[src/design/mtw_pkg.sv]
// Shared constants, types and the wheel pattern table of the trigger wheel generator.
package mtw_pkg;

   localparam int WHEEL_TABLE_SIZE = 5;

   localparam int RPM_W      = 15;
   localparam int INTERVAL_W = 23;
   localparam int TOOTH_W    = 6;
   localparam int WSEL_W     = 3;
   localparam int MISSING_W  = 2;
   localparam int DIVIDEND_W = 26;
   localparam int DIVISOR_W  = RPM_W + TOOTH_W;
   localparam int STEP_W     = 5;
   localparam int CSR_IDX_W  = 2;
   localparam int CSR_DATA_W = 15;

   localparam logic [DIVIDEND_W-1:0] MICROS_PER_MINUTE = 26'd60000000;
   localparam logic [RPM_W-1:0]      RPM_RESET         = 15'd1000;

   typedef enum logic [CSR_IDX_W-1:0] {
      CSR_ENABLE = 2'd0,
      CSR_RPM    = 2'd1,
      CSR_WHEEL  = 2'd2
   } csr_index_type;

   typedef struct packed {
      logic [TOOTH_W-1:0]   teeth;
      logic [MISSING_W-1:0] missing;
   } wheel_type;

   function automatic wheel_type wheel_lookup(input logic [WSEL_W-1:0] sel);
      wheel_type w;
      case (sel)
         3'd0:    w = '{teeth: 6'd36, missing: 2'd1};
         3'd1:    w = '{teeth: 6'd60, missing: 2'd2};
         3'd2:    w = '{teeth: 6'd24, missing: 2'd1};
         3'd3:    w = '{teeth: 6'd12, missing: 2'd2};
         3'd4:    w = '{teeth: 6'd12, missing: 2'd0};
         default: w = '{teeth: 6'd36, missing: 2'd1};
      endcase
      return w;
   endfunction

endpackage

[src/design/mtw_serial_div.sv]
// Bit-serial restoring divider of the constant minute length by a tooth-rate divisor.
module mtw_serial_div import mtw_pkg::*; (
   input  logic                  clock,
   input  logic                  reset,
   input  logic                  start,
   input  logic [DIVISOR_W-1:0]  divisor,
   output logic                  done,
   output logic [INTERVAL_W-1:0] quotient
);

   localparam logic [STEP_W-1:0] LAST_STEP = STEP_W'(DIVIDEND_W - 1);

   logic                  busy_ff, busy_in;
   logic                  done_ff, done_in;
   logic [STEP_W-1:0]     step_ff, step_in;
   logic [DIVIDEND_W-1:0] dvd_ff, dvd_in;
   logic [DIVISOR_W-1:0]  dvs_ff, dvs_in;
   logic [DIVISOR_W-1:0]  rem_ff, rem_in;
   logic [INTERVAL_W-1:0] quot_ff, quot_in;
   logic [DIVISOR_W:0]    trial;
   logic [DIVISOR_W:0]    diff;
   logic                  fits;

   always_comb begin
      trial   = {rem_ff, dvd_ff[DIVIDEND_W-1]};
      diff    = trial - {1'b0, dvs_ff};
      fits    = trial >= {1'b0, dvs_ff};
      busy_in = busy_ff;
      done_in = 1'b0;
      step_in = step_ff;
      dvd_in  = dvd_ff;
      dvs_in  = dvs_ff;
      rem_in  = rem_ff;
      quot_in = quot_ff;
      if (start) begin
         busy_in = 1'b1;
         step_in = LAST_STEP;
         dvd_in  = MICROS_PER_MINUTE;
         dvs_in  = divisor;
         rem_in  = '0;
         quot_in = '0;
      end else if (busy_ff) begin
         rem_in  = fits ? diff[DIVISOR_W-1:0] : trial[DIVISOR_W-1:0];
         quot_in = {quot_ff[INTERVAL_W-2:0], fits};
         dvd_in  = {dvd_ff[DIVIDEND_W-2:0], 1'b0};
         step_in = step_ff - 1'b1;
         if (step_ff == '0) begin
            busy_in = 1'b0;
            done_in = 1'b1;
         end
      end
   end

   always_ff @(posedge clock) begin
      if (reset) begin
         busy_ff <= 1'b0;
         done_ff <= 1'b0;
      end else begin
         busy_ff <= busy_in;
         done_ff <= done_in;
      end
      step_ff <= step_in;
      dvd_ff  <= dvd_in;
      dvs_ff  <= dvs_in;
      rem_ff  <= rem_in;
      quot_ff <= quot_in;
   end

   assign done     = done_ff;
   assign quotient = quot_ff;

endmodule

[config.mk]
export PLATFORM = sky130hd
export DESIGN_NAME = mtw_serial_div
export DESIGN_NICKNAME = d
export VERILOG_FILES = /design/src/design/mtw_pkg.sv /design/src/design/mtw_serial_div.sv
export SDC_FILE = /design/constraint.sdc
export NUM_CORES = 1
export LEC_CHECK = 0
export BUFFER_PORTS_ARGS = -buffer_cell sky130_fd_sc_hd__clkbuf_2
export CAP_MARGIN = 40
export CORE_UTILIZATION = 25
export DETAILED_ROUTE_END_ITERATION = 7
export SLEW_MARGIN = 20
export SYNTH_ARGS = -nofsm -noshare
export SYNTH_HDL_FRONTEND = slang
export SYNTH_SLANG_ARGS = --single-unit
[constraint.sdc]
create_clock -name clock -period 3.91 [get_ports clock]
set_clock_uncertainty 0.1 [all_clocks]
set_input_delay 0.782 -clock clock [delete_from_list [all_inputs] [get_ports clock]]
set_output_delay 0.782 -clock clock [all_outputs]
set_load 0.02 [all_outputs]
; Word-level counts from Yosys, hierarchy flattened
; Index checks and enable logic that the tools add are counted.
[op_classes]
add_sub_neg = 2
n_reduce_logical = 2
bitwise = 1
muxes = 5
n_lt_le_gt_ge = 1
[ops]
columns = cell, n
row1 = 22-bit by 21-bit >= comparator with 1-bit output, 1
row2 = 21-bit 2-to-1 mux, 1
row3 = 21-bit subtractor, 1
row4 = 5-bit logical NOT, 1
row5 = 5-bit by 1-bit subtractor with 5-bit output (second input constant), 1
row6 = 1-bit 2-to-1 mux, 4
row7 = 3-bit OR reduction, 1
row8 = 1-bit inverter, 1
[word_totals]
ff_bits = 90
output_inout_bits = 24
elab_cells = 18

; Logic depth before layout (Yosys ltp)
[depth]
ltp_word = 4
depth_mapped = 14
ltp_nobuf = 12

; Worst setup path before layout
; OpenSTA, ideal clock, no wires.
[synth_timing]
kind = flip-flop to flip-flop
startpoint = register dvd_ff[25]
endpoint = register rem_ff[20]
t_required_ns = 3.722
setup_slack_ns = 1.062
setup_ns = 0.088
arrival_ns = 2.660
path_stages_with_launch = 13
path_cell_list = dfxtp_1 -> inv_1 -> ha_1 -> inv_1 -> fa_1 -> a21o_1 -> a21oi_4 -> o21ai_2 -> a221oi_4 -> o32ai_2 -> o21a_1 -> or3_1 -> a311oi_2
[synth_via]
elab_chain_len = 2
elab_cells_between_ends = 3
[synth_rtl]
columns = element, line
row1 = start: declaration, mtw_serial_div.sv:16  ; logic [DIVIDEND_W-1:0] dvd_ff, dvd_in;
row2 = start signal: assignment, mtw_serial_div.sv:63  ; dvd_ff <= dvd_in;
row3 = 21-bit subtractor / 22-bit by 21-bit >= comparator with 1-bit output (equally long branches), "mtw_serial_div.sv:26, mtw_serial_div.sv:27"
row4 = 21-bit 2-to-1 mux (*), mtw_serial_div.sv:43  ; rem_in = fits ? diff[DIVISOR_W-1:0] : trial[DIVISOR_W-1:0];
row5 = end signal: assignment, mtw_serial_div.sv:65  ; rem_ff <= rem_in;
row6 = end: declaration, mtw_serial_div.sv:18  ; logic [DIVISOR_W-1:0] rem_ff, rem_in;
; Every way passes the cells marked *; elsewhere a longest branch is shown, timed or not.
; A chain may end at the register's enable or synchronous reset.

; Worst setup path after layout
[layout_timing]
startpoint = register dvd_ff[25]
endpoint = register rem_ff[16]
; Same word-level chain as after synthesis.

==> results.md <==
Status:
- The run finished with clean final reports.

Clocking:
- The maximum count of clock buffers along a single path is 2.
- In this run the clock root is driven by a clkbuf_16.
- The number of hold buffers added after CTS was 0.
- The number of sinks driven by the clock tree is 90.
- The post-CTS resize count is 0.
- The H-tree generated during clock tree synthesis spans 3 levels.
- For the worst-skew pair, the clock arrives at the later sink with an insertion delay of 360 ps.
- Once the clock tree was built, the setup fixing pass inserted 0 buffers.
- Clock tree synthesis inserted a total of 9 buffers.
- After clock tree synthesis, the clock-pin slew on the worst setup and hold paths is 60 ps.
- The CTS tree is done.

Flow run:
- The tool flagged a number of max-cap violations equal to 0.

Critical path:
- STA puts the critical path data arrival time at 3470 ps.
- The peak fanout along the critical path is 16.
- The worst setup path is captured at a flip-flop.
- The type of the worst setup path is flip-flop to flip-flop.
- The number of cells on the worst reg-to-reg path is 12.
- The worst register-to-register path has a setup slack of 610 ps.
- The startpoint class of the critical path is a flip-flop.
- The critical register-to-register path endpoint is rem_ff[16].
- The launch instance of the worst register-to-register path is dvd_ff[25].
- Data on the critical path is required at its endpoint by 4080 ps.

Final layout:
- Cells with a size suffix above 1 make up 15.13% of the layout.
- The count of filler cells inserted in the layout is 1863.
- Relative to the synthesized area, the layout overhead comes to 17.01%.
- The antenna diode count is 0.
- The post-layout net count is 564.

Yosys:
- The synthesized netlist net count is 526.
- Of the post-synthesis cell area, the dominant cell type holds 30.83%.
- After synthesis, the cell types taking the most area are dfxtp_1 31%, edfxtp_1 14%, mux2i_1 8.7%.
- Of the synthesized area, sequential elements account for 44.90%.
- The synthesis-stage register bit count is 90.
- The average instance in the mapped netlist occupies 9.354 sq um.
- The count of flip-flops with a built-in enable after synthesis is 21.
- Yosys printed 0 warnings.
- The most used flip-flop cell after synthesis is dfxtp_1.
- The post-synthesis instance total is 479.
- The cell taking the most area after synthesis is dfxtp_1.
- The most common cell in the synthesized netlist is dfxtp_1.
- Synthesis instantiated 56 different standard cells from the library.
- The share of synthesized flip-flops with an asynchronous set or reset is 0%.
- Counting instances in the post-synthesis netlist gives the leading cell types as 69 x dfxtp_1, 67 x nor2_1, 52 x nand2_1, 39 x mux2i_1, 31 x inv_1.
- The cell area after synthesis is 4481 sq um.

Placed design:
- The count of buffers from port buffering is 47.
- Detailed placement ended at an HPWL of 6.545 mm.
- At the end of routability-driven placement, the weighted congestion stood at 0.7781.

GRT:
- The residual overflow from global routing is 0.
- The number of global-route vias before repair is 3312.
- The first global-routing pass estimated 16.40 mm of wire.
- The total global-route track usage is 11.58%.
- The number of antenna violations at the first check in global routing was 0.
- The maximum number of pins on one net before global-route repair is 60.

Pwr:
- For this design the static power due to leakage is 2.171 nW.
- In this run switching power makes up 28.56% of total power.
- Per report_power, the clock group accounts for 37.4% of the total.
- The internal portion of the total power is 1.712 mW.
- The total power per unit cell area is 457.0 nW/um^2.
- Sequential cells account for 43.7% of the total power.
- The worst IR drop on VDD is 0.1828 mV.
- For this design the total switching power over the nets is 0.6842 mW.
- The logic gate share of total power is 18.9%.
- The completed layout was analyzed and its total power is 2.396 mW.

Hold path:
- The path with the worst hold slack has its endpoint at dvd_ff[8].
- The tightest min-delay check is of the flip-flop to flip-flop type.
- The hold path startpoint is dvd_ff[8].
- Along the worst hold path, the cell count comes to 1.

STA:
- Setup violations remaining at the end of the flow were counted as 0.
- The final clock period utilization by the worst path is 84.47%.
- The final hold violation count is 0.
- Setup repair after global routing left no endpoint under its margin.
- The headroom to the max-slew limit is 53.09%.
- The smallest clock period supported by the final layout is computed as 3303 ps.
- The slew at the pin closest to its max-slew limit is 703.7 ps.
- For this run, the top clock speed supported by timing is 302.8 MHz.
- The final max-slew violation count was 0.
- The final setup TNS is 0 ps.

Floorplan:
- The top-level port count is 48.
- The floorplan has 48 rows.
- The floorplan step defined a core boundary enclosing 17420 sq um.
- Measured along the x axis, the die boundary spans 135.9 um.
- From bottom edge to top edge, the die measures 135.9 um.
- The effective utilization at floorplan is 25.73%.
- The die covers 18460 sq um.

Drt:
- The average wire length per cell after detail routing is 13.09 um.
- The first detailed-routing pass ran for 4 iterations.
- The total number of vias is 3475.
- The number of nets with antenna violations after detailed routing is 0.
- The final layout contains routed wiring with a total length of 9.776 mm.
- The number of violations reported at the end of detailed-routing iteration 0 is 164.
- For this run, design rule violations remaining after detail routing come to 0.
- Dividing the detail-routed via count by the number of cells gives 4.652.
-- layout make-up --
class / count / area (sq um) / area share [%]
inverter: 31 / 116.4 / 2.220
clock inverter: 5 / 60.06 / 1.146
tap: 225 / 281.5 / 5.370
timing repair buffer: 52 / 285.3 / 5.442
clock buffer: 11 / 242.7 / 4.630
multi-input combinational: 333 / 2241 / 42.74
sequential: 90 / 2016 / 38.45
-- registers in the layout, summed over array words and instances (netlist names) --
register and flops:
dvd_ff 18, busy_ff 1, rem_ff 21, dvs_ff 21
step_ff 5, quotient 23, done 1
-- how the worst max path moves through the flow --
stage               depth (start not counted)         end       start
detailed placement                         12  rem_ff[16]  dvd_ff[25]
floorplan                                  12  rem_ff[20]  dvd_ff[25]
CTS                                        12  rem_ff[16]  dvd_ff[25]
global route                               12  rem_ff[16]  dvd_ff[25]
global placement                           12  rem_ff[16]  dvd_ff[25]
finish                                     12  rem_ff[16]  dvd_ff[25]
-- worst max-delay path, cell delays in order, from the launching register on --
cell and delay (ps):
dfxtp_1 310, inv_1 70, ha_1 170, inv_1 50
fa_1 390, a21o_1 220, a21oi_4 190, o21ai_2 90
a221oi_4 430, a21o_2 240, nand2_1 420, a31o_1 330
a211oi_1 200
-- logic make-up (layout without fill, tap and decap cells) --
| kind of cell | Yosys count | count (layout) | share of synthesized area [%] |
|---|---|---|---|
| compound gates | 99 | 99 | 16.73 |
| xor+xnor | 16 | 16 | 3.128 |
| fa+ha+maj | 23 | 23 | 6.590 |
| buf+inv | 56 | 99 | 5.082 |
| flops | 90 | 90 | 44.90 |
| mux | 39 | 39 | 8.713 |
| simple gates | 156 | 156 | 14.86 |
-- metrics by stage --
stage,setup WS (ps),hold slack (ps),cells,util [%],cell area (sq um)
after detailed placement,610.3,345.2,731,28.36,4940
after global routing,404.3,387.3,747,30.10,5243
after CTS,609.8,361.6,747,30.10,5243
final,607.4,358.6,747,30.10,5243
after global placement,665.4,339.8,730,28.25,4920
after floorplan,1062,330.3,479,-,4481
-- power by group through the flow --
stage / clock [mW] / sequential [mW] / combinational, mW
6_report: 0.897 / 1.05 / 0.453
5_1_grt: 0.967 / 1.05 / 0.509
4_1_cts: 0.937 / 1.05 / 0.453
3_5_place_dp: 0 / 1.07 / 0.451
3_3_place_gp: 0 / 1.07 / 0.449
2_1_floorplan: 0 / 1.05 / 0.361
-- per-layer routing --
metal | track usage [%] | part of all wire (%)
met1 | 15.65 | 52
met2 | 17.04 | 42
met3 | 1.752 | 2.7
met4 | 7.654 | 2.8
met5 | 0 | 0
-- cell usage in the layout, fill, tap and decap left out, drive strengths merged, types with 2 or more instances in the layout --
master | netlist | routed
or3 | 2 | 2
nor3 | 6 | 6
a211oi | 7 | 7
a31oi | 4 | 4
o211ai | 6 | 6
o31a | 3 | 3
nand3 | 10 | 10
clkbuf | 11 | 57
xor2 | 3 | 3
and3 | 4 | 4
o21a | 6 | 6
buf | 14 | 6
nor2 | 67 | 67
edfxtp | 21 | 21
xnor2 | 13 | 13
a221oi | 3 | 3
nand2 | 52 | 52
o21ba | 2 | 2
o21bai | 6 | 6
a311oi | 13 | 13
o21ai | 14 | 14
ha | 22 | 22
nand4 | 6 | 6
inv | 31 | 35
mux2i | 39 | 39
nor2b | 2 | 2
dfxtp | 69 | 69
a21o | 8 | 8
a21oi | 18 | 18
nor4 | 2 | 2
Note: power is estimated with default switching activity, not from simulation.
